## config.mk

```make
export PLATFORM = sky130hd
export DESIGN_NAME = udpfb_hdr
export DESIGN_NICKNAME = d
export VERILOG_FILES = /design/src/hw/rtl/udpfb_pkg.sv /design/src/hw/rtl/udpfb_hdr.sv
export SDC_FILE = /design/constraint.sdc
export NUM_CORES = 1
export LEC_CHECK = 0
export BUFFER_PORTS_ARGS = -buffer_cell sky130_fd_sc_hd__buf_4
export CORE_AREA = 2 2 104 106
export DETAILED_ROUTE_END_ITERATION = 8
export DIE_AREA = 0 0 106 108
export PLACE_DENSITY_LB_ADDON = 0.15
export SLEW_MARGIN = 20
export SYNTH_ARGS = -nofsm -noshare
export SYNTH_HDL_FRONTEND = slang
export SYNTH_SLANG_ARGS = --single-unit
```

## constraint.sdc

```tcl
create_clock -name vclk -period 2
set_input_delay 0.2 -clock vclk [all_inputs]
set_output_delay 0.2 -clock vclk [all_outputs]
set_load 0.005 [all_outputs]
```

## src/hw/rtl/udpfb_pkg.sv

```systemverilog
package udpfb_pkg;

    localparam int HEADER_BYTES = 42;
    localparam int IP_HDR_LEN   = 20;
    localparam int UDP_HDR_LEN  = 8;
    localparam int HDR_IDX_W    = 6;

    localparam logic [7:0]  ETHERTYPE_HI = 8'h08;
    localparam logic [7:0]  ETHERTYPE_LO = 8'h00;
    localparam logic [7:0]  IP_VER_IHL   = 8'h45;
    localparam logic [7:0]  IP_TTL       = 8'd64;
    localparam logic [7:0]  IP_PROTO_UDP = 8'd17;

    localparam int CSUM_STEPS = 10;
    localparam int STEP_W     = 4;

    localparam logic OP_LOAD  = 1'b0;
    localparam logic OP_FETCH = 1'b1;

    typedef struct packed {
        logic [31:0] source_ip;
        logic [31:0] dest_ip;
        logic [15:0] source_port;
        logic [15:0] dest_port;
        logic [15:0] ip_len;
        logic [15:0] udp_len;
        logic [15:0] payload_sum;
    } csum_in_t;

    typedef struct packed {
        logic [47:0] dest_mac;
        logic [47:0] source_mac;
        logic [31:0] source_ip;
        logic [31:0] dest_ip;
        logic [15:0] source_port;
        logic [15:0] dest_port;
        logic [15:0] ip_len;
        logic [15:0] udp_len;
        logic [15:0] ip_csum;
        logic [15:0] udp_csum;
    } hdr_fields_t;

    function automatic logic [15:0] oc_add(input logic [15:0] a, input logic [15:0] b);
        logic [16:0] s;
        s = {1'b0, a} + {1'b0, b};
        return s[15:0] + {15'd0, s[16]};
    endfunction

endpackage

```

## src/hw/rtl/udpfb_hdr.sv

```systemverilog
module udpfb_hdr (
    input  logic [udpfb_pkg::HDR_IDX_W-1:0] idx,
    input  udpfb_pkg::hdr_fields_t          fields,
    output logic [7:0]                      hdr_byte
);
    import udpfb_pkg::*;

    always_comb
    begin
        case (idx)
            6'd0:  hdr_byte = fields.dest_mac[47:40];
            6'd1:  hdr_byte = fields.dest_mac[39:32];
            6'd2:  hdr_byte = fields.dest_mac[31:24];
            6'd3:  hdr_byte = fields.dest_mac[23:16];
            6'd4:  hdr_byte = fields.dest_mac[15:8];
            6'd5:  hdr_byte = fields.dest_mac[7:0];
            6'd6:  hdr_byte = fields.source_mac[47:40];
            6'd7:  hdr_byte = fields.source_mac[39:32];
            6'd8:  hdr_byte = fields.source_mac[31:24];
            6'd9:  hdr_byte = fields.source_mac[23:16];
            6'd10: hdr_byte = fields.source_mac[15:8];
            6'd11: hdr_byte = fields.source_mac[7:0];
            6'd12: hdr_byte = ETHERTYPE_HI;
            6'd13: hdr_byte = ETHERTYPE_LO;
            6'd14: hdr_byte = IP_VER_IHL;
            6'd16: hdr_byte = fields.ip_len[15:8];
            6'd17: hdr_byte = fields.ip_len[7:0];
            6'd22: hdr_byte = IP_TTL;
            6'd23: hdr_byte = IP_PROTO_UDP;
            6'd24: hdr_byte = fields.ip_csum[15:8];
            6'd25: hdr_byte = fields.ip_csum[7:0];
            6'd26: hdr_byte = fields.source_ip[31:24];
            6'd27: hdr_byte = fields.source_ip[23:16];
            6'd28: hdr_byte = fields.source_ip[15:8];
            6'd29: hdr_byte = fields.source_ip[7:0];
            6'd30: hdr_byte = fields.dest_ip[31:24];
            6'd31: hdr_byte = fields.dest_ip[23:16];
            6'd32: hdr_byte = fields.dest_ip[15:8];
            6'd33: hdr_byte = fields.dest_ip[7:0];
            6'd34: hdr_byte = fields.source_port[15:8];
            6'd35: hdr_byte = fields.source_port[7:0];
            6'd36: hdr_byte = fields.dest_port[15:8];
            6'd37: hdr_byte = fields.dest_port[7:0];
            6'd38: hdr_byte = fields.udp_len[15:8];
            6'd39: hdr_byte = fields.udp_len[7:0];
            6'd40: hdr_byte = fields.udp_csum[15:8];
            6'd41: hdr_byte = fields.udp_csum[7:0];
            default: hdr_byte = 8'd0;
        endcase
    end

endmodule

```

; Word-level counts from Yosys, hierarchy flattened
; Cells that the tools add are included.
[totals]
reg_bits = 0
input_bits = 262
[op_classes]
n_eq_ne = 35
n_mux = 1
reduce_logical = 1
[ops]
columns = cell, count
row1 = 8-bit case mux with 36 select lines, 1
row2 = "6-bit by 5-bit == test with 1-bit output, second input constant", 12
row3 = "6-bit == test, second input constant", 10
row4 = "6-bit by 4-bit == test with 1-bit output, second input constant", 6
row5 = "6-bit by 3-bit == test with 1-bit output, second input constant", 4
row6 = "6-bit by 2-bit == test with 1-bit output, second input constant", 2
row7 = "6-bit by 1-bit == test with 1-bit output, second input constant", 1
row8 = 6-bit zero test, 1

; Depth between registers and ports, before layout
; Gate-level depths: netlist of run 1.
[depth]
depth_word = 2
ltp_mapped = 9

; Worst setup path before layout of run 1
; Ideal clock, no wire load.
[synth_path]
kind = input port to output port
from = input idx[3] (netlist name)
to = output hdr_byte[5]
t_arrival_ps = 1844
slack_ps = -44
stages = 8
cell_sequence = buf_2 and4b_1 buf_6 and2_4 buf_6 a2111oi_4 nand3_1 or4_1
[synth_via]
elab_chain_cells = 2
elab_cells_between_ends = 37
classes_between = 35 x eq/ne / 1 x mux / 1 x reduce/logical
[synth_rtl]
columns = element, line
row1 = from (decl), udpfb_hdr.sv:2  ; input logic [udpfb_pkg::HDR_IDX_W-1:0] idx,
row2 = 6-bit == test (tied with other cells), udpfb_hdr.sv:10  ; case (idx)
row3 = 8-bit case mux with 36 select lines (*), udpfb_hdr.sv:10
row4 = to (decl), udpfb_hdr.sv:4  ; output logic [7:0] hdr_byte
; Every way passes the cells marked *; elsewhere a longest branch is shown, timed or not.

; Worst setup path in the final report of run 1
[layout_path]
from = input idx[1] (netlist name)
to = output hdr_byte[5]
; The elaborated chain is that of the path after synthesis.

==> metrics.yaml, run 1 <==
run_status:
  status: "finished with violations"
  violations: "setup timing"
global_route:
  grt.overflow.total: 0
  antenna_found_initial: 0
  grt_usage_pct: 30.9
  grt_max_degree: 21
  grt_pass1_wl_mm: 27.3
  grt_pass1_vias: 4777
floorplan:
  rows: 37
  core_mm2: 0.0102
  die_h_um: 108
  die_w_um: 106
  initial_core_util_pct: 22.0
  dieArea_mm2: 0.0114
  io_pins: 270
sta:
  layout_min_cycle_time_ns: 2.13
  finalWorstSetupSlack_ns: -0.129
  worst_slew_pin_slew_ns: 0.576
  timing.hold.ws_ns: 0.774
  maxSlewViolCount: 0
  final.setup.tns_ns: -0.611
  grt_setup_unrepaired: "yes"
  hold_violations: 0
  finalSetupViolations: 8
  fmax_mhz: 470
  relSlewSlack_pct: 60.6
  final.period_utilization_pct: 106
logic_synthesis:
  syn_inst: 329
  synth.avg_cell_area_um2: 6.83
  ys_top_cells_by_area: "a32oi_1 (17%), nand3_1 (10%), and3_1 (8.4%)"
  synth_warnings: 0
  yosysTopAreaCell: "a32oi_1"
  synth.most_common_cell: "nand3_1"
  ys_top_cells_by_count: "nand3_1 (46), a32oi_1 (43), and3_1 (30)"
  synth_cell_types: 46
  seq_area_frac_synth_pct: 0
  synthesis.nets: 591
  yosysTopAreaCellShare_pct: 16.8
  synth_area_mm2: 0.00225
power:
  p_per_area_mw_per_mm2: 167
  p_leak_nw: 2.78
  power.total_mw: 0.965
  irDropWorstVdd_v: 0.000101
route:
  wl_per_cell_um: 23.7
  drc_errors: 0
  postRouteAntennaNets: 0
  routed_via_density: 5.83
  first_pass_iters: 5
  drt-initial-drc-count: 335
  wirelength_mm: 19.0
  via_count: 4665
critical_path:
  critPathCaptureType: "output pin"
  critPathSlowestCell: "or4_4"
  cp_max_fo: 7
  crit_required_ns: 1.80
  start_kind: "input port"
  critPathTopFamily: "simple AND/OR/NAND/NOR gates"
  worstPathArrival_ns: 1.93
  critPathBufInv: 3
  crit_chain: "buf_12, and2_4, and3_4, a2111oi_4, buf_4, nand4_1, or4_4, buf_6"
  critPathKind: "in2out"
  critPathMaxStageDelay_ns: 0.55
placed_design:
  post-place-ws_ns: -0.464
  placed_area_mm2: 0.00500
  port_buffers: 270
  dp_hpwl_mm: 15.7
  dp_cells: 776
  routabilityCongestion: 0.893
final_layout:
  n_antenna_cell: 0
  seq_cell_count: 0
  final_cell_count_no_fill: 800
  area_delta_synth_final_pct: 157
  fillers: 962
  drive_gt1_share_pct: 69.0
  clkbuf_count: 0
  final_area_mm2: 0.00577
  final_core_util_pct: 56.4
  seqCellArea_um2: 0
  nNetsFinal: 928
min_path:
  holdCritPathClass: "in2out"
clocking:
  cts_hold_buf: 0
job:
  cap_violations: 0
## cell usage in the layout, fill, tap and decap left out, types with 3 or more instances in the layout
cell       instances
a32o_1             6
and4_1             4
buf_6             30
a22oi_2            7
buf_4            339
nor4bb_4           3
a22o_1             3
buf_12            12
and2_1             3
nand3_1           46
and3_1            20
a31oi_1            6
mux2i_1            8
a32oi_2            4
or4_4              5
nand2_1           11
nand4_1           22
and2_4            10
buf_8              3
a2111oi_2          3
a22oi_1           13
mux2_2             5
nor4b_4            4
and3_4            10
a2111oi_4          4
a32oi_1           39
o2bb2ai_1          4
## layout make-up
cell class                 instances  area [µm²]  area share, %
multi-input combinational        279        2430           42.1
timing repair buffer             384        3170           54.9
inverter                           1        3.75         0.0650
tap                              136         170           2.95
## path summary, 6_finish.rpt
check / slack, ns / to / start / depth (start not counted)
setup / recovery: -0.13 / hdr_byte[5] / idx[1] / 8
hold / removal: 0.77 / hdr_byte[0] / fields[232] / 4
## timing repair
item | in CTS | in global routing
endpoints found under the setup margin | 8 | 8
resized for setup | 99 | 32
setup buffers | 21 | 6
pin swaps | 34 | 24
endpoints found under the hold margin | 0 | 0
## logic make-up (layout without fill, tap and decap cells)
group,after synthesis,in the layout,share of synthesized area (%)
simple gates,165,165,45.0
compound gates,100,100,37.9
buf+inv,50,385,10.6
mux,13,13,6.07
xor+xnor,1,1,0.390
## tightest hold or removal path: stages
cell and delay (ns):
buf_4 0.08, a31oi_1 0.06, nand4_1 0.12, buf_4 0.12
## report_power, final
part / switching, mW / internal, mW
clock: 0 / 0
combinational: 0.363 / 0.603
sequential: 0 / 0
## layer usage
layer	GRT usage, %	part of all wire, %	vias to the layer above
met5	0	0	-
met1	39.9	39	2220
li1	-	-	2066
met3	4.82	9.4	46
met2	53.2	49	333
met4	8.74	3.0	0
Note: power is estimated with default switching activity, not from simulation.
==> run 2: changes to the inputs <==
ABC_AREA = 1   (was not set)
==> metrics.yaml, run 2 <==
run_status:
  status: "complete, no violations"  # was finished with violations
critical_path:
  start_kind: "input port"  # unchanged
  worstPathArrival_ns: 1.64  # was 1.93 ns
  startpoint: "idx[4]"  # was idx[1]
  crit_required_ns: 1.80  # about the same
  critPathCaptureType: "output pin"  # unchanged
  cp_max_fo: 20  # was 7
  critPathKind: "in2out"  # unchanged
power:
  comb_power_share_pct: 100.0  # about the same
  switching_power_mw: 0.272  # was 0.363 mW
  p_seq_share_pct: 0  # about the same
  switching_share_pct: 39.6  # was 37.6%
  clockPowerShare_pct: 0  # about the same
  p_per_area_mw_per_mm2: 139  # was 167 mW/mm²
  irDropWorstVdd_v: 0.0000569  # was 0.000101 V
  p_leak_nw: 3.04  # was 2.78 nW
  p_int_mw: 0.416  # was 0.603 mW
min_path:
  hold-path-endpoint: "hdr_byte[4]"  # was hdr_byte[0]
  holdCritPathClass: "in2out"  # unchanged
  hp-start: "fields[100]"  # was fields[232]
  holdPathStages: 6  # was 4
logic_synthesis:
  yosysTopAreaCellShare_pct: 51.4  # was 16.8%
  synth.most_common_cell: "nand2_1"  # was nand3_1
  synth_compound_area_share_pct: 0.401  # was 37.9%
  synth_cell_types: 14  # was 46
  ys_top_cells_by_area: "nand2_1 (51%), nor2_1 (17%), nand3_1 (15%)"  # was a32oi_1 (17%), nand3_1 (10%), and3_1 (8.4%)
  yosysTopAreaCell: "nand2_1"  # was a32oi_1
  synth.area.mux_share_pct: 0  # was 6.07%
  synth_top_family_by_area: "simple AND/OR/NAND/NOR gates"  # unchanged
  synth.avg_cell_area_um2: 4.09  # was 6.83 µm²
  synth_xor_area_share_pct: 0  # was 0.390%
  syn_inst: 610  # was 329
  synth_warnings: 0  # unchanged
  seq_area_frac_synth_pct: 0  # unchanged
  synth_area_mm2: 0.00250  # was 0.00225 mm²
  synthesis.nets: 872  # was 591
  synthSimpleGateAreaFrac_pct: 93.4  # was 45.0%
  synthAdderAreaFrac_pct: 0  # unchanged
  ys_top_cells_by_count: "nand2_1 (342), nor2_1 (116), nand3_1 (74)"  # was nand3_1 (46), a32oi_1 (43), and3_1 (30)
floorplan:
  core_mm2: 0.0102  # unchanged
  dieArea_mm2: 0.0114  # unchanged
  io_pins: 270  # unchanged
  die_w_um: 106  # unchanged
  initial_core_util_pct: 24.4  # was 22.0%
  rows: 37  # unchanged
  die_h_um: 108  # unchanged
global_route:
  grt.overflow.total: 0  # unchanged
  grt_usage_pct: 26.8  # was 30.9%
  grt_pass1_vias: 4587  # was 4,777
  grt_pass1_wl_mm: 24.0  # was 27.3 mm
  grt_max_degree: 25  # was 21
  antenna_found_initial: 0  # unchanged
placed_design:
  port_buffers: 270  # unchanged
  post-place-ws_ns: -0.0432  # was -0.464 ns
  dp_cells: 1035  # was 776
  placed_area_mm2: 0.00487  # was 0.00500 mm²
  dp_hpwl_mm: 13.8  # was 15.7 mm
  routabilityCongestion: 0.894  # was 0.893
final_layout:
  nNetsFinal: 1165  # was 928
  final_cell_count_no_fill: 1037  # was 800
  final_area_mm2: 0.00495  # was 0.00577 mm²
  drive_gt1_share_pct: 37.8  # was 69.0%
  layout_commonest_cell: "nand2_1"  # was buf_4
  seqCellArea_um2: 0  # unchanged
  clkbuf_count: 0  # unchanged
  seq_cell_count: 0  # unchanged
  n_antenna_cell: 0  # unchanged
  area_delta_synth_final_pct: 98.3  # was 157%
  fillers: 1232  # was 962
  layout_common_cells: "nand2_1 (341), buf_4 (300), nor2_1 (103)"  # was buf_4 (339), nand3_1 (46), a32oi_1 (39)
route:
  first_pass_iters: 7  # was 5
  postRouteAntennaNets: 0  # unchanged
  routed_via_density: 4.52  # was 5.83
  wirelength_mm: 16.1  # was 19.0 mm
  drt-initial-drc-count: 331  # was 335
  via_count: 4691  # was 4,665
  drc_errors: 0  # unchanged
  wl_per_cell_um: 15.5  # was 23.7 µm
sta:
  worst_slew_pin_slew_ns: 0.658  # was 0.576 ns
  maxSlewViolCount: 0  # unchanged
  finalSetupViolations: 0  # was 8
  layout_min_cycle_time_ns: 1.84  # was 2.13 ns
  final.period_utilization_pct: 92.1  # was 106%
  relSlewSlack_pct: 56.1  # was 60.6%
  final.setup.tns_ns: 0  # was -0.611 ns
  hold_violations: 0  # unchanged
  finalWorstSetupSlack_ns: 0.158  # was -0.129 ns
  grt_setup_unrepaired: "no"  # was yes
  fmax_mhz: 543  # was 470 MHz
job:
  cap_violations: 0  # unchanged
clocking:
  cts_hold_buf: 0  # unchanged
run 2: changes by cell type in the layout (fill, tap and decap cells not counted), moves of 20 or more:
| cell | delta |
|---|---|
| nor2_1 | +101 |
| and3_1 | -20 |
| buf_4 | -39 |
| a32oi_1 | -39 |
| buf_6 | -30 |
| nand3_1 | +28 |
| inv_1 | +24 |
| nand2_1 | +330 |
| nor2_2 | +20 |
run 2: routing by layer:
layer / part of all wire (%) / up-vias / wire [µm] / track usage (%)
met4: 1.2 / 0 / 201 / 3.57
met2: 48 / 187 / 7800 / 48.9
met3: 6.7 / 12 / 1090 / 3.50
met5: 0 / - / 0 / 0
li1: - / 2482 / - / -
met1: 44 / 2010 / 7000 / 34.7
run 2: layout make-up:
cell class	count	area, µm²	share of cell area (%)
timing repair buffer	300	2250	45.5
inverter	31	119	2.40
multi-input combinational	570	2410	48.7
tap	136	170	3.44
run 2: power groups by stage:
| stage | Clock, mW | Sequential (mW) | Combinational, mW |
|---|---|---|---|
| after detailed placement | 0 | 0 | 0.672 |
| after CTS | 0 | 0 | 0.675 |
| after global placement | 0 | 0 | 0.672 |
| final | 0 | 0 | 0.688 |
| after floorplan | 0 | 0 | 0.159 |
| after global routing | 0 | 0 | 0.743 |
run 2: timing repair:
action	in CTS	in global routing
resized for setup	1	22
pin swaps	0	1
setup endpoints to repair	8	8
buffers inserted	0	2
run 2: cells by family (layout without fill, tap and decap cells):
| logic type | Yosys count | count (layout) |
|---|---|---|
| and+or+nand+nor | 568 | 568 |
| buffers and inverters | 40 | 331 |
| AOI/OAI and AO/OA | 2 | 2 |
run 2: critical path: stages:
cell     delay (ns)
buf_4          0.13
nor2_2         0.13
buf_4          0.26
nand3_1        0.20
inv_2          0.16
nand2_1        0.06
nand2_1        0.06
nor2_1         0.05
nand2_1        0.14
nor2_1         0.07
nand2_1        0.06
buf_4          0.10
run 2: how the worst max path moves through the flow:
stage | endpoint | slack (ns) | cells past startpoint
floorplan | hdr_byte[2] | 0.63 | 11
global placement | hdr_byte[6] | 0.002 | 11
detailed placement | hdr_byte[5] | -0.04 | 11
finish | hdr_byte[6] | 0.16 | 12
global route | hdr_byte[3] | 0.0005 | 12
CTS | hdr_byte[6] | 0.03 | 11
run 2: through the flow:
step | power [mW] | hold slack (ns) | utilization [%]
after floorplan | 0.159 | 0.598 | -
after global placement | 0.672 | 0.805 | 47.6
after detailed placement | 0.672 | 0.808 | 47.6
after CTS | 0.675 | 0.810 | 47.6
after global routing | 0.743 | 0.824 | 48.4
final | 0.688 | 0.816 | 48.4
==> run 3: changes to the inputs <==
PLACE_DENSITY = 0.74   (was not set)
PLACE_DENSITY_LB_ADDON = not set   (was 0.15)
==> metrics.yaml, run 3 (synthesized netlist as in run 2, its figures left out) <==
critical_path:
  worstPathArrival_ns: 1.74  # was 1.64 ns
  crit_required_ns: 1.80  # about the same
  crit_chain: "buf_4, nand2_1, inv_1, nand2_1, nor2_1, nand2_1, nand2_1, nor2_1, nand2_1, nor2_1, nand2_1, buf_4"  # was buf_4, nor2_2, buf_4, nand3_1, inv_2, nand2_1, nand2_1, nor2_1, nand2_1, nor2_1, nand2_1, buf_4
  start_kind: "input port"  # unchanged
  critPathSlowestCell: "nor2_1"  # was buf_4
  cp_common_cell: "nand2_1"  # unchanged
  path_depth: 12  # unchanged
  cp_max_fo: 6  # was 20
  critPathBufInv: 3  # was 4
  critPathCaptureType: "output pin"  # unchanged
  critPathMaxStageDelay_ns: 0.50  # was 0.26 ns
  critPathKind: "in2out"  # unchanged
  critPathTopFamily: "simple AND/OR/NAND/NOR gates"  # unchanged
power:
  power.total_mw: 0.718  # was 0.688 mW
  p_per_area_mw_per_mm2: 143  # was 139 mW/mm²
  p_leak_nw: 3.06  # was 3.04 nW
  irDropWorstVdd_v: 0.0000713  # was 0.0000569 V
sta:
  final.setup.tns_ns: 0  # unchanged
  maxSlewViolCount: 0  # unchanged
  hold_violations: 0  # unchanged
  fmax_mhz: 514  # was 543 MHz
  finalWorstSetupSlack_ns: 0.0555  # was 0.158 ns
  final.period_utilization_pct: 97.2  # was 92.1%
  finalSetupViolations: 0  # unchanged
  relSlewSlack_pct: 57.1  # was 56.1%
  worst_slew_pin_slew_ns: 0.641  # was 0.658 ns
  layout_min_cycle_time_ns: 1.94  # was 1.84 ns
  timing.hold.ws_ns: 0.818  # was 0.816 ns
  grt_setup_unrepaired: "yes"  # was no
route:
  drt-initial-drc-count: 373  # was 331
  wl_per_cell_um: 16.0  # was 15.5 µm
  routed_via_density: 4.75  # was 4.52
  wirelength_mm: 16.6  # was 16.1 mm
  first_pass_iters: 8  # was 7
  drc_errors: 0  # unchanged
  via_count: 4931  # was 4,691
  postRouteAntennaNets: 0  # unchanged
final_layout:
  final_area_mm2: 0.00504  # was 0.00495 mm²
  layout_common_cells: "nand2_1 (337), buf_4 (300), nor2_1 (105)"  # was nand2_1 (341), buf_4 (300), nor2_1 (103)
  final_cell_count_no_fill: 1039  # was 1,037
  final_core_util_pct: 49.2  # was 48.4%
  area_delta_synth_final_pct: 102  # was 98.3%
  n_antenna_cell: 0  # unchanged
  seq_cell_count: 0  # unchanged
  clkbuf_count: 0  # unchanged
  drive_gt1_share_pct: 38.2  # was 37.8%
  seqCellArea_um2: 0  # unchanged
  nNetsFinal: 1167  # was 1,165
  layout_commonest_cell: "nand2_1"  # unchanged
global_route:
  grt_pass1_wl_mm: 24.1  # was 24.0 mm
  antenna_found_initial: 0  # unchanged
  grt_max_degree: 34  # was 25
  grt.overflow.total: 0  # unchanged
  grt_pass1_vias: 4529  # was 4,587
  grt_usage_pct: 27.2  # was 26.8%
placed_design:
  dp_cells: 1038  # was 1,035
  port_buffers: 270  # unchanged
  placed_area_mm2: 0.00489  # was 0.00487 mm²
  dp_hpwl_mm: 14.0  # was 13.8 mm
  routabilityCongestion: 0.947  # was 0.894
  post-place-ws_ns: -0.123  # was -0.0432 ns
floorplan:
  core_mm2: 0.0102  # unchanged
  die_w_um: 106  # unchanged
  die_h_um: 108  # unchanged
  io_pins: 270  # unchanged
  rows: 37  # unchanged
  initial_core_util_pct: 24.4  # unchanged
  dieArea_mm2: 0.0114  # unchanged
min_path:
  holdPathStages: 6  # unchanged
  holdCritPathClass: "in2out"  # unchanged
clocking:
  cts_hold_buf: 0  # unchanged
  cts_setup_buffers: 0  # unchanged
job:
  cap_violations: 0  # unchanged
run_status:
  status: "complete, no violations"  # unchanged
[run 3: cell count changes in the layout (fill, tap and decap cells not counted), moves of 2 or more]
cell / previous run / this run
nand2_1: 341 / 337
nand2_2: 2 / 6
nor2_2: 22 / 10
nor2_1: 103 / 105
nor2_4: 11 / 21
[run 3: final cells by class]
type | instances | area (µm²)
fillers | 1170 | 5190
inverters | 31 | 124
multi-input cells | 570 | 2470
well taps | 136 | 170
repair buffers | 301 | 2270
repair inverters | 1 | 5.00
[run 3: final timing paths]
check / start / slack [ns] / endpoint
worst min-delay path: fields[176] / 0.82 / hdr_byte[0]
worst max-delay path: idx[2] / 0.06 / hdr_byte[5]
[run 3: report_power, final]
| group | total (mW) | switching (mW) | internal (mW) |
|---|---|---|---|
| Sequential | 0 | 0 | 0 |
| Combinational | 0.718 | 0.290 | 0.428 |
| Clock | 0 | 0 | 0 |
| Total | 0.718 | 0.290 | 0.428 |
[run 3: routing by layer]
metal  up-vias  share of wire [%]  wire length (µm)  GRT usage [%]
met5         -                  0                 0              0
li1       2495                  -                 -              -
met3        24                 10              1680           4.58
met4         0                2.1               348           5.83
met2       288                 47              7840           46.5
met1      2124                 41              6740           36.0
[run 3: timing repair]
item,in CTS,in global routing
gates resized for setup,10,31
endpoints found under the setup margin,7,8
pin swaps,0,1
gates cloned,0,1
