==> src/hw/rtl/udpfb_pkg.sv <==
package udpfb_pkg;

    localparam int HEADER_BYTES = 42;
    localparam int IP_HDR_LEN   = 20;
    localparam int UDP_HDR_LEN  = 8;
    localparam int HDR_IDX_W    = 6;

    localparam logic [7:0]  ETHERTYPE_HI = 8'h08;
    localparam logic [7:0]  ETHERTYPE_LO = 8'h00;
    localparam logic [7:0]  IP_VER_IHL   = 8'h45;
    localparam logic [7:0]  IP_TTL       = 8'd64;
    localparam logic [7:0]  IP_PROTO_UDP = 8'd17;

    localparam int CSUM_STEPS = 10;
    localparam int STEP_W     = 4;

    localparam logic OP_LOAD  = 1'b0;
    localparam logic OP_FETCH = 1'b1;

    typedef struct packed {
        logic [31:0] source_ip;
        logic [31:0] dest_ip;
        logic [15:0] source_port;
        logic [15:0] dest_port;
        logic [15:0] ip_len;
        logic [15:0] udp_len;
        logic [15:0] payload_sum;
    } csum_in_t;

    typedef struct packed {
        logic [47:0] dest_mac;
        logic [47:0] source_mac;
        logic [31:0] source_ip;
        logic [31:0] dest_ip;
        logic [15:0] source_port;
        logic [15:0] dest_port;
        logic [15:0] ip_len;
        logic [15:0] udp_len;
        logic [15:0] ip_csum;
        logic [15:0] udp_csum;
    } hdr_fields_t;

    function automatic logic [15:0] oc_add(input logic [15:0] a, input logic [15:0] b);
        logic [16:0] s;
        s = {1'b0, a} + {1'b0, b};
        return s[15:0] + {15'd0, s[16]};
    endfunction

endpackage

==> src/hw/rtl/udpfb_csum.sv <==
module udpfb_csum (
    input  logic               clk,
    input  logic               rst_n,
    input  logic               start,
    input  udpfb_pkg::csum_in_t csum_in,
    output logic               done,
    output logic [15:0]        ip_csum,
    output logic [15:0]        udp_csum
);
    import udpfb_pkg::*;

    logic              busy_reg;
    logic              busy_next;
    logic [STEP_W-1:0] step_reg;
    logic [STEP_W-1:0] step_next;
    logic [15:0]       ip_acc_reg;
    logic [15:0]       ip_acc_next;
    logic [15:0]       udp_acc_reg;
    logic [15:0]       udp_acc_next;
    logic [15:0]       ip_word;
    logic [15:0]       udp_word;
    logic              last_step;
    logic [15:0]       udp_inv;

    // The address words are shared by both sums; the rest differ per header.
    always_comb
    begin
        ip_word  = 16'd0;
        udp_word = 16'd0;
        case (step_reg)
            4'd0:
            begin
                ip_word  = csum_in.source_ip[31:16];
                udp_word = csum_in.source_ip[31:16];
            end
            4'd1:
            begin
                ip_word  = csum_in.source_ip[15:0];
                udp_word = csum_in.source_ip[15:0];
            end
            4'd2:
            begin
                ip_word  = csum_in.dest_ip[31:16];
                udp_word = csum_in.dest_ip[31:16];
            end
            4'd3:
            begin
                ip_word  = csum_in.dest_ip[15:0];
                udp_word = csum_in.dest_ip[15:0];
            end
            4'd4:
            begin
                ip_word  = {IP_VER_IHL, 8'd0};
                udp_word = {8'd0, IP_PROTO_UDP};
            end
            4'd5:
            begin
                ip_word  = csum_in.ip_len;
                udp_word = csum_in.udp_len;
            end
            4'd6:
            begin
                ip_word  = {IP_TTL, IP_PROTO_UDP};
                udp_word = csum_in.udp_len;
            end
            4'd7:
            begin
                udp_word = csum_in.source_port;
            end
            4'd8:
            begin
                udp_word = csum_in.dest_port;
            end
            4'd9:
            begin
                udp_word = csum_in.payload_sum;
            end
            default:
            begin
                ip_word  = 16'd0;
                udp_word = 16'd0;
            end
        endcase
    end

    assign last_step = (step_reg == STEP_W'(CSUM_STEPS - 1));

    always_comb
    begin
        busy_next    = busy_reg;
        step_next    = step_reg;
        ip_acc_next  = ip_acc_reg;
        udp_acc_next = udp_acc_reg;
        if (start)
        begin
            busy_next    = 1'b1;
            step_next    = '0;
            ip_acc_next  = 16'd0;
            udp_acc_next = 16'd0;
        end
        else if (busy_reg)
        begin
            ip_acc_next  = oc_add(ip_acc_reg, ip_word);
            udp_acc_next = oc_add(udp_acc_reg, udp_word);
            step_next    = step_reg + STEP_W'(1);
            if (last_step)
            begin
                busy_next = 1'b0;
            end
        end
    end

    always_ff @(posedge clk or negedge rst_n)
    begin
        if (!rst_n)
        begin
            busy_reg    <= 1'b0;
            step_reg    <= '0;
            ip_acc_reg  <= 16'd0;
            udp_acc_reg <= 16'd0;
        end
        else
        begin
            busy_reg    <= busy_next;
            step_reg    <= step_next;
            ip_acc_reg  <= ip_acc_next;
            udp_acc_reg <= udp_acc_next;
        end
    end

    assign done     = busy_reg && last_step;
    assign ip_csum  = ~ip_acc_reg;
    assign udp_inv  = ~udp_acc_reg;
    assign udp_csum = (udp_inv == 16'd0) ? 16'hFFFF : udp_inv;

endmodule

==> config.mk <==
export PLATFORM = sky130hd
export DESIGN_NAME = udpfb_csum
export DESIGN_NICKNAME = d
export VERILOG_FILES = /design/src/hw/rtl/udpfb_pkg.sv /design/src/hw/rtl/udpfb_csum.sv
export SDC_FILE = /design/constraint.sdc
export NUM_CORES = 1
export LEC_CHECK = 0
export ABC_AREA = 1
export BUFFER_PORTS_ARGS = -buffer_cell sky130_fd_sc_hd__buf_2
export CAP_MARGIN = 25
export CORE_ASPECT_RATIO = 0.7
export CORE_MARGIN = 3
export CORE_UTILIZATION = 53
export DETAILED_ROUTE_END_ITERATION = 12
export GPL_ROUTABILITY_DRIVEN = 0
export MAX_ROUTING_LAYER = met4
export PLACE_DENSITY = 0.84
export SYNTH_ARGS = -nofsm -noshare
export SYNTH_HDL_FRONTEND = slang
export SYNTH_SLANG_ARGS = --single-unit
==> constraint.sdc <==
create_clock -name clk -period 5.3 [get_ports clk]
set_input_delay 0.53 -clock clk [delete_from_list [all_inputs] [get_ports clk]]
set_output_delay 0.53 -clock clk [all_outputs]
set_load 0.02 [all_outputs]
# ---- After elaboration in Yosys (flattened, before gate mapping)
# Index checks and enable logic that the tools add are counted.
# Widths: inputs -> output; s select.
dict set report word_totals {
  reg_bits 37
  input_bits 147
  output_inout_bits 33
  word_cells 37
}
dict set report op_classes {
  n_addsub 5
  eq_ne 9
  muxes 12
  bitwise_logic 2
  reduce_logical 5
}
# op n
set op_table {}
lappend op_table {{$pmux 16 s9} 1}
lappend op_table {{$pmux 16 s7} 1}
lappend op_table {{$mux 16} 5}
lappend op_table {{$add 16x16->17} 2}
lappend op_table {{$add 16x1->16} 2}
lappend op_table {{$not 16->16} 2}
lappend op_table {{$eq 4x3->1 const B} 4}
lappend op_table {{$logic_not 16->1} 1}
lappend op_table {{$eq 4x2->1 const B} 2}
lappend op_table {{$eq 4x4->1 const B} 2}
lappend op_table {{$mux 4} 2}
lappend op_table {{$add 4x1->4 const B} 1}
lappend op_table {{$eq 4x1->1 const B} 1}
lappend op_table {{$logic_not 4->1} 1}
lappend op_table {{$mux 1} 3}
lappend op_table {{$reduce_bool 2->1} 1}
lappend op_table {{$reduce_or 2->1} 1}
lappend op_table {{$logic_and 1x1->1} 1}

# ---- Depth between registers and ports, before layout
# Gate-level depths: netlist (run 1).
dict set report depth {
  depth_word 7
  mapped_depth 33
  ltp_nobuf 32
}

# ---- Worst setup path before layout (run 1)
# Ideal clock, no wire load.
dict set report synth_timing {
  path_type {register to register}
  startpoint {register step_reg[0]}
  endpoint {register ip_acc_reg[14]}
  setup_ps 117
  t_arrival_ps 4068
  slack_ps 1114
  stages_incl_launch_ff 31
  cell_sequence {dfrtp_1 inv_1 ha_1 inv_1 nor2_1 clkbuf_1 a21oi_1 nand4_1 ha_1 inv_1 fa_1 inv_2 nand3_1 nand2_2 nand2_2 nand2_2 nand3b_1 nand2_1 a21oi_1 o21bai_1 ha_1 ha_1 inv_1 nor2_2 nand3_1 nor2_2 nand3_2 nor3_4 nand3b_1 nand3_1 nand2_1}
}
dict set report synth_between {
  elab_chain_len 6
}
# element line
set synth_rtl {}
lappend synth_rtl {{start, declared} udpfb_csum.sv:14} ;# logic [STEP_W-1:0] step_reg;
lappend synth_rtl {{start signal, assigned} udpfb_csum.sv:125} ;# step_reg <= step_next;
lappend synth_rtl {{$eq 4x3->1, or another cell as far along} udpfb_csum.sv:30} ;# case (step_reg)
lappend synth_rtl {{$pmux 16 s7 (*)} udpfb_csum.sv:30}
lappend synth_rtl {{$add 16x16->17 (*)} udpfb_pkg.sv:45} ;# s = {1'b0, a} + {1'b0, b};
lappend synth_rtl {{$add 16x1->16 (*)} udpfb_pkg.sv:46} ;# return s[15:0] + {15'd0, s[16]};
lappend synth_rtl {{$mux 16 (*)} udpfb_csum.sv:101} ;# else if (busy_reg)
lappend synth_rtl {{$mux 16 (*)} udpfb_csum.sv:94} ;# if (start)
lappend synth_rtl {{end signal, assigned} udpfb_csum.sv:126} ;# ip_acc_reg <= ip_acc_next;
lappend synth_rtl {{end, declared} udpfb_csum.sv:16} ;# logic [15:0] ip_acc_reg;
# Every way passes the cells marked *; elsewhere a longest branch is shown, timed or not. The select of a mux whose other input is x is not followed.
# A chain may end at the register's enable or synchronous reset.

# ---- Final worst setup path (run 1)
dict set report layout_timing {
  startpoint {register step_reg[2]}
  endpoint {register ip_acc_reg[14]}
}
# Same word-level chain as after synthesis.

==> impl_metrics.json, run 1 <==
{
  "status": "complete, no violations",
  "synth.top_cells.by_count": "nand2_1 (286), inv_1 (144), nand3_1 (77)",
  "required_ns": 5.48,
  "post-dp-hpwl_um": 16100,
  "startpoint": "step_reg[2]$_DFFE_PN0P_",
  "fin_crit_sh_pct": 93.9,
  "synth_nets": 1077,
  "numCtsBuffers": 5,
  "ys_warn_count": 0,
  "startpoint_type": "register",
  "drc_errors": 0,
  "worst_slew_pin_slew_ns": 1.03,
  "clockRootBuffer": "clkbuf_16",
  "post-cts-setup-buffers": 0,
  "ys_types": 51,
  "rsz0062_at_grt": "false",
  "grt_overflow": 0,
  "ys_ff_latch": 37,
  "yosysSeqAreaShare_pct": 17.1,
  "tns_ns": 0,
  "routed_via_density": 5.61,
  "areaGrowthSynthToFinish_pct": 23.1,
  "cts_tree": "built",
  "clock_sinks": 37,
  "drt_first_pass_iters": 6,
  "antenna_found_initial": 0,
  "synth-edff-count": 0,
  "hold_class": "in2async",
  "syn_inst": 888,
  "core_area_sq_mm": 0.00980,
  "timing.rr.start": "step_reg[2]$_DFFE_PN0P_",
  "path_max_fanout": 7,
  "yosysMostFrequentCell": "nand2_1",
  "slew_headroom_pct": 31.4,
  "setup_viol_count_final": 0,
  "hold_viol": 0,
  "die_x_um": 127,
  "initial_utilization_pct": 55.1,
  "maxCapViolations": 0,
  "ctsResizeCount": 0,
  "holdWs_ns": 0.381,
  "drtAntennaViolNets": 0,
  "slowest_delay_ns": 0.54,
  "crit_buf_inv": 5,
  "slew_violations": 0,
  "holdBufCountCts": 0,
  "cp-end-kind": "register",
  "core.rowCount": 30,
  "grt_first_pass_wirelength_um": 30600,
  "via_count": 6722,
  "ff2ff_setup_slack_ns": 0.32,
  "synth_area_sq_mm": 0.00540,
  "insertedDiodeCount": 0,
  "grt_max_degree": 38,
  "io_pins": 180,
  "grt_pass1_vias": 6292,
  "skew_ns": 0.00422,
  "critPathSlowestCell": "nor2_1",
  "synth_largest_area_cell": "nand2_1",
  "die-area_sq_mm": 0.0115,
  "power_density_mw_per_mm2": 766,
  "critical_path_arrival_ns": 5.16,
  "clock_path_buffers": 2,
  "synthArstFlopShare_pct": 100,
  "synthTopCellsByArea": "nand2_1 (20%), dfrtp_1 (17%), inv_1 (10%)",
  "grt.total_usage_pct": 34.0,
  "synth_top_area_share_pct": 19.9,
  "wirelength_um": 19700,
  "syn_avg_cell_area_sq_um": 6.08,
  "h-tree-depth": 2,
  "critical_path_class": "reg2reg",
  "wl_per_cell_um": 16.4,
  "leakage_uw": 0.00374,
  "timing.final.crit_period_ns": 4.98,
  "max-vdd-ir-drop_mv": 0.353,
  "fp.dieH_um": 90.4,
  "drt_iter0_drc": 753,
  "ys.flop_type": "dfrtp_1",
  "crit_family": "simple AND/OR/NAND/NOR gates",
  "drive_above_1_share_pct": 25.1,
  "clkLatencyLatePin_ns": 0.29,
  "clk_pin_slew_ns": 0.06,
  "max_freq_ghz": 0.201,
  "port_buffers": 179,
  "nets": 1258
}
-- metrics by stage --
| step | util, % | power (uW) | instances | setup slack (ns) | instance area, sq um |
|---|---|---|---|---|---|
| detailed placement | 65.9 | 4570 | 1190 | 0.579 | 6450 |
| CTS | 67.8 | 5000 | 1198 | 0.530 | 6650 |
| global placement | 65.9 | 4480 | 1190 | 0.770 | 6450 |
| global route | 67.8 | 5590 | 1198 | 0.0144 | 6650 |
| floorplan | - | 3630 | 888 | 1.11 | 5400 |
| finish | 67.8 | 5090 | 1198 | 0.322 | 6650 |
-- final timing paths --
check,end,depth (start not counted)
setup / recovery,ip_acc_reg[14]$_DFFE_PN0P_,29
hold / removal,udp_acc_reg[15]$_DFFE_PN0P_,1
setup reg to reg,ip_acc_reg[14]$_DFFE_PN0P_,29
hold reg to reg,ip_acc_reg[13]$_DFFE_PN0P_,2
max in group asynchronous,ip_acc_reg[4]$_DFFE_PN0P_,1
min in group clk,step_reg[2]$_DFFE_PN0P_,2
-- metal layers --
metal	part of all wire, %	GRT usage (%)	vias up
met5	0	-	-
met4	2.1	8.75	0
met3	12	6.86	37
met2	42	51.8	420
met1	43	46.2	2976
li1	-	-	3289
-- power breakdown --
part | internal (uW) | total (uW) | switching [uW]
clock network | 269 | 404 | 135
logic | 1410 | 4180 | 2770
registers | 395 | 506 | 111
-- final cells by class --
cell class	instances	area, sq um
clock inverter	3	65.1
multi-input combinational	686	3830
fill	927	3150
tap	128	160
timing repair buffer	191	986
sequential	37	926
clock buffer	5	125
inverter	148	556
-- logic make-up (layout without fill, tap and decap cells) --
logic type                 count (synthesis)  after routing  share of synthesized area [%]
adders and majority gates                 42             42                           10.0
xor gates and xnor gates                   3              3                          0.487
and+or+nand+nor                          508            508                           43.3
AOI/OAI and AO/OA                        133            133                           17.1
buffers and inverters                    165            347                           12.0
DFF                                       37             37                           17.1
-- cells in the final DEF, fill, tap and decap left out, drive strengths merged, types with 2 or more instances in the layout --
master | synthesis | layout
dfrtp | 37 | 37
nand3 | 84 | 84
or2 | 3 | 3
xor2 | 2 | 2
nand4 | 17 | 17
o21bai | 2 | 2
o21ai | 27 | 27
a21o | 2 | 2
and2 | 2 | 2
nand3b | 3 | 3
a22oi | 9 | 9
inv | 147 | 147
a211oi | 2 | 2
o31ai | 4 | 4
o2111ai | 9 | 9
clkbuf | 11 | 5
nor2 | 70 | 70
a221oi | 15 | 15
a32o | 4 | 4
o22ai | 3 | 3
nand2 | 320 | 320
nor3 | 7 | 7
bufinv | 0 | 2
a21oi | 37 | 37
buf | 6 | 191
ha | 40 | 40
a22o | 17 | 17
fa | 2 | 2
clkinv | 1 | 2
-- worst reg2reg max path: cells and delay by family (launching register included) --
kind	cells	cell delay, ns
adder cells (fa/ha/maj)	4	1.04
flip-flops	1	0.44
AND/OR/NAND/NOR	18	2.47
buffers and inverters	5	0.57
AO/OA/AOI/OAI	2	0.36
(Power assumes the default switching activity.)
==> run 2, diff against run 1 <==
CORE_UTILIZATION = 35   (was 53)
PLACE_DENSITY = 0.6   (was 0.84)
RECOVER_POWER = 25   (was not set)
==> run 2 against run 1 <==
Net effect: combinational power increased by 2%; power about the same; sequential share of layout area decreased by 0.17 points; sequential power about the same.
==> impl_metrics.json, run 2 (same netlist as run 1, synthesis figures left out) <==
{
  "status": "complete, no violations",
  "routed_via_density": 5.15,
  "port_buffers": 179,
  "core_area_sq_mm": 0.0149,
  "hold_viol": 0,
  "slew_violations": 0,
  "grt_max_degree": 38,
  "drive_above_1_share_pct": 25.4,
  "worst_slew_pin_slew_ns": 1.30,
  "maxCapViolations": 0,
  "path_depth": 27,
  "critical_path_arrival_ns": 5.17,
  "clk_pin_slew_ns": 0.07,
  "post-dp-hpwl_um": 18000,
  "insertedDiodeCount": 0,
  "path_max_fanout": 11,
  "antenna_found_initial": 0,
  "skew_ns": 0.00686,
  "crit_family": "simple AND/OR/NAND/NOR gates",
  "rsz0062_at_grt": "false",
  "clkLatencyLatePin_ns": 0.29,
  "worstReg2RegEnd": "ip_acc_reg[14]$_DFFE_PN0P_",
  "tns_ns": 0,
  "nets": 1261,
  "timing.final.crit_period_ns": 4.99,
  "crit_buf_inv": 5,
  "drt_first_pass_iters": 5,
  "max-vdd-ir-drop_mv": 0.284,
  "fp.dieH_um": 110,
  "core.rowCount": 37,
  "grt_overflow": 0,
  "clock_path_buffers": 2,
  "fin_crit_sh_pct": 94.2,
  "hold_class": "in2async",
  "h-tree-depth": 2,
  "wl_per_cell_um": 16.9,
  "clockRootBuffer": "clkbuf_16",
  "io_pins": 180,
  "layout_commonest_cell": "nand2_1",
  "ff2ff_path_depth": 27,
  "die_x_um": 154,
  "max_freq_ghz": 0.200,
  "wirelength_um": 21500,
  "power_density_mw_per_mm2": 757,
  "startpoint": "step_reg[1]$_DFFE_PN0P_",
  "slowest_delay_ns": 0.65,
  "instances_no_fill": 1268,
  "setup_viol_count_final": 0,
  "ff2ff_setup_slack_ns": 0.31,
  "drt_iter0_drc": 754,
  "layout_common_cells": "nand2_1 (286), buf_2 (178), inv_1 (144)",
  "place_ws_ns": 0.387,
  "die-area_sq_mm": 0.0170,
  "areaGrowthSynthToFinish_pct": 24.6,
  "worst_slack_ns": 0.308,
  "endpoint": "ip_acc_reg[14]$_DFFE_PN0P_",
  "grt_pass1_vias": 5919,
  "drtAntennaViolNets": 0,
  "required_ns": 5.48,
  "critical_path_class": "reg2reg",
  "grt_first_pass_wirelength_um": 32600,
  "holdBufCountCts": 0,
  "clock_sinks": 37,
  "grt.total_usage_pct": 25.4,
  "initial_utilization_pct": 36.2,
  "via_count": 6535,
  "slew_headroom_pct": 13.2,
  "numCtsBuffers": 5,
  "dp_cells": 1259,
  "ctsResizeCount": 0,
  "startpoint_type": "register",
  "cts_tree": "built",
  "critPathSlowestCell": "a221oi_1",
  "timing.rr.start": "step_reg[1]$_DFFE_PN0P_",
  "cp-end-kind": "register",
  "leakage_uw": 0.00374,
  "post-cts-setup-buffers": 0,
  "drc_errors": 0
}
run 2: worst min-delay path by stage:
stage	to	slack, ns
2_1_floorplan	busy_reg$_DFF_PN0_	0.23
3_3_place_gp	ip_acc_reg[15]$_DFFE_PN0P_	0.52
5_1_grt	udp_acc_reg[11]$_DFFE_PN0P_	0.47
4_1_cts	udp_acc_reg[11]$_DFFE_PN0P_	0.44
3_5_place_dp	ip_acc_reg[15]$_DFFE_PN0P_	0.52
6_report	udp_acc_reg[11]$_DFFE_PN0P_	0.41
run 2: final cells by class:
type	count	area, sq um
Clock buffer	7	153
Clock inverter	1	5.00
Fill cell	1607	8180
Inverter	148	556
Multi-Input combinational cell	686	3840
Sequential cell	37	926
Tap cell	195	244
Timing Repair Buffer	194	1000
run 2: worst register-to-register path: stages, from the launching register on:
cell	delay, ns
dfrtp_1	0.40
inv_1	0.10
ha_1	0.19
inv_1	0.16
nor2_1	0.16
buf_4	0.23
a221oi_1	0.66
nand3_1	0.15
ha_1	0.41
nand2_1	0.12
inv_1	0.07
a21oi_1	0.09
nor2_1	0.10
nor2_1	0.06
nand2_1	0.09
a21oi_1	0.07
o21bai_1	0.33
ha_1	0.24
ha_1	0.17
inv_1	0.05
nor2_2	0.11
nand3_1	0.12
nor2_2	0.17
nand3_2	0.19
nor3_4	0.22
nand3b_1	0.11
nand3_1	0.09
nand2_1	0.05
run 2: per-layer routing:
metal  track usage (%)  share of wire, %
met3              5.00               9.3
met1              38.2                50
met4              3.72               1.1
met2              35.4                39
met5                 -                 0
run 2: power by group:
group / leakage (uW) / internal (uW) / switching [uW] / total, uW
sequential: 0.000478 / 394 / 115 / 509
combinational: 0.00318 / 1430 / 2820 / 4250
clock: 0.0000799 / 200 / 136 / 336
run 2: metrics by stage:
step / util (%) / hold slack, ns / instance area [sq um] / total power (uW)
6_report: 45.1 / 0.407 / 6730 / 5090
5_1_grt: 45.1 / 0.472 / 6730 / 5610
2_1_floorplan: - / 0.234 / 5400 / 3630
4_1_cts: 45.0 / 0.437 / 6710 / 5030
3_3_place_gp: 44.0 / 0.516 / 6550 / 4650
3_5_place_dp: 44.0 / 0.524 / 6550 / 4680
==> run 3, diff against run 2 <==
CELL_PAD_IN_SITES_DETAIL_PLACEMENT = 1   (was not set)
CELL_PAD_IN_SITES_GLOBAL_PLACEMENT = 1   (was not set)
PLACE_DENSITY = 0.83   (was 0.6)
==> run 3 against run 2 <==
Net effect: the flow now finishes with violations (capacitance limit, slew limit); global-route usage increased by 3.3 points; sequential power increased by 1%; sequential cell count unchanged; clock power increased by 21%; count of clock-buffer cells in the layout decreased by 2; utilization increased by 0.29 points; largest cell class unchanged; critical path depth unchanged; first-iteration DRC count decreased by 38%; wire length increased by 10%; largest power group unchanged; worst hold slack got worse by 0.38 ns; setup slack improved by 0.14 ns; power increased by 5.3%.
==> impl_metrics.json, run 3 (same netlist as run 1, synthesis figures left out) <==
{
  "status": "finished with violations",
  "violations": "capacitance limit, slew limit",
  "worst_slack_ns": 0.444,
  "fin_crit_sh_pct": 91.6,
  "port_buffers": 179,
  "path_max_fanout": 11,
  "grt.total_usage_pct": 28.7,
  "startpoint_type": "register",
  "fp.dieH_um": 110,
  "power_density_mw_per_mm2": 792,
  "post-dp-hpwl_um": 20000,
  "grt_first_pass_wirelength_um": 37200,
  "instances_no_fill": 1270,
  "routed_via_density": 5.32,
  "nFillCells": 2139,
  "insertedDiodeCount": 0,
  "clk_pin_slew_ns": 0.06,
  "drc_errors": 0,
  "h-tree-depth": 2,
  "place_ws_ns": 0.343,
  "grt_overflow": 0,
  "cts_tree": "built",
  "tns_ns": 0,
  "core.rowCount": 37,
  "setup_viol_count_final": 0,
  "numCtsBuffers": 5,
  "maxCapViolations": 1,
  "areaGrowthSynthToFinish_pct": 25.4,
  "timing.final.crit_period_ns": 4.86,
  "max-vdd-ir-drop_mv": 0.256,
  "dp_cells": 1261,
  "slew_violations": 36,
  "clock_sinks": 37,
  "cp-end-kind": "register",
  "drive_above_1_share_pct": 25.6,
  "multi_input_area_sq_mm": 0.00383,
  "drt_first_pass_iters": 5,
  "hold_viol": 0,
  "critical_path_class": "reg2reg",
  "holdBufCountCts": 0,
  "wl_per_cell_um": 18.7,
  "core_area_sq_mm": 0.0149,
  "via_count": 6762,
  "timing.rr.start": "step_reg[1]$_DFFE_PN0P_",
  "slew_headroom_pct": -42.8,
  "max_freq_ghz": 0.206,
  "nets": 1263,
  "critical_path_arrival_ns": 5.04,
  "clockRootBuffer": "clkbuf_16",
  "io_pins": 180,
  "die_x_um": 154,
  "clkLatencyLatePin_ns": 0.30,
  "antenna_found_initial": 0,
  "hold_class": "in2async",
  "grt_pass1_vias": 6916,
  "clock_path_buffers": 2,
  "worst_slew_pin_slew_ns": 2.14,
  "layout_commonest_cell": "nand2_1",
  "die-area_sq_mm": 0.0170,
  "leakage_uw": 0.00376,
  "seqCellArea_sq_um": 926,
  "skew_ns": 0.00819,
  "rsz0062_at_grt": "false",
  "worstReg2RegEnd": "ip_acc_reg[14]$_DFFE_PN0P_",
  "initial_utilization_pct": 36.2,
  "ff2ff_setup_slack_ns": 0.44,
  "required_ns": 5.49,
  "grt_max_degree": 38,
  "drt_iter0_drc": 471,
  "layout_common_cells": "nand2_1 (286), buf_2 (178), inv_1 (144)",
  "ff2ff_path_depth": 27,
  "wirelength_um": 23700,
  "drtAntennaViolNets": 0
}
run 3: cell count changes in the layout (fill, tap and decap cells not counted), sizes merged:
cell / delta
buf: +2
bufinv: +2
clkbuf: -2
run 3: through the flow:
stage,total power (uW),hold WS (ns),area [sq um],utilization (%)
floorplan,3630,0.234,5400,-
CTS,5310,0.414,6760,45.4
finish,5360,0.0248,6770,45.4
global route,5920,0.0331,6770,45.4
global placement,4680,0.502,6570,44.1
detailed placement,4860,0.514,6570,44.1
run 3: worst max-delay path by stage:
stage | start | end | slack (ns)
CTS | step_reg[2]$_DFFE_PN0P_ | ip_acc_reg[14]$_DFFE_PN0P_ | 0.23
global placement | step_reg[1]$_DFFE_PN0P_ | ip_acc_reg[14]$_DFFE_PN0P_ | 0.62
finish | step_reg[1]$_DFFE_PN0P_ | ip_acc_reg[14]$_DFFE_PN0P_ | 0.44
floorplan | step_reg[0]$_DFFE_PN0P_ | ip_acc_reg[14]$_DFFE_PN0P_ | 1.11
detailed placement | step_reg[2]$_DFFE_PN0P_ | ip_acc_reg[14]$_DFFE_PN0P_ | 0.34
global route | step_reg[1]$_DFFE_PN0P_ | ip_acc_reg[14]$_DFFE_PN0P_ | 0.05
run 3: worst max-delay path: stages, from the launching register on:
cell and delay (ns):
dfrtp_1 0.39, inv_1 0.10, ha_1 0.19, inv_1 0.17
nor2_2 0.12, buf_4 0.21, a22o_1 0.23, a221oi_2 0.28
nand3_1 0.17, ha_1 0.44, nand2_1 0.12, inv_1 0.08
nand2_1 0.09, nand3b_1 0.20, nand2_1 0.10, a21oi_1 0.06
o21bai_1 0.24, ha_1 0.22, ha_1 0.17, inv_1 0.05
nor2_2 0.11, nand3_1 0.12, nor2_2 0.17, nand3_2 0.20
nor3_4 0.26, nand3b_1 0.11, nand3_1 0.09, nand2_1 0.05
run 3: area by class of cell:
class	count	share of cell area, %
Timing Repair Buffer	196	15.0
Sequential cell	37	13.7
Multi-Input combinational cell	686	56.7
Clock buffer	5	1.85
Inverter	148	8.21
Tap cell	195	3.60
Clock inverter	3	0.961
run 3: power by group:
| part | leakage (uW) | internal (uW) | switching, uW |
|---|---|---|---|
| sequential | 0.000478 | 394 | 119 |
| clock | 0.0000938 | 269 | 139 |
| combinational | 0.00319 | 1440 | 3000 |
run 3: what timing repair did:
action                                  in CTS  in global routing
setup buffers                                0                  0
resized for setup                            0                  2
endpoints found under the setup margin       0                  7
run 3: routing by layer:
layer	GRT usage [%]	vias to the layer above	routed length, um
met3	5.07	28	1790
met2	45.5	260	10400
met1	38.6	3176	11000
met5	-	-	0
li1	-	3298	-
met4	6.18	0	437
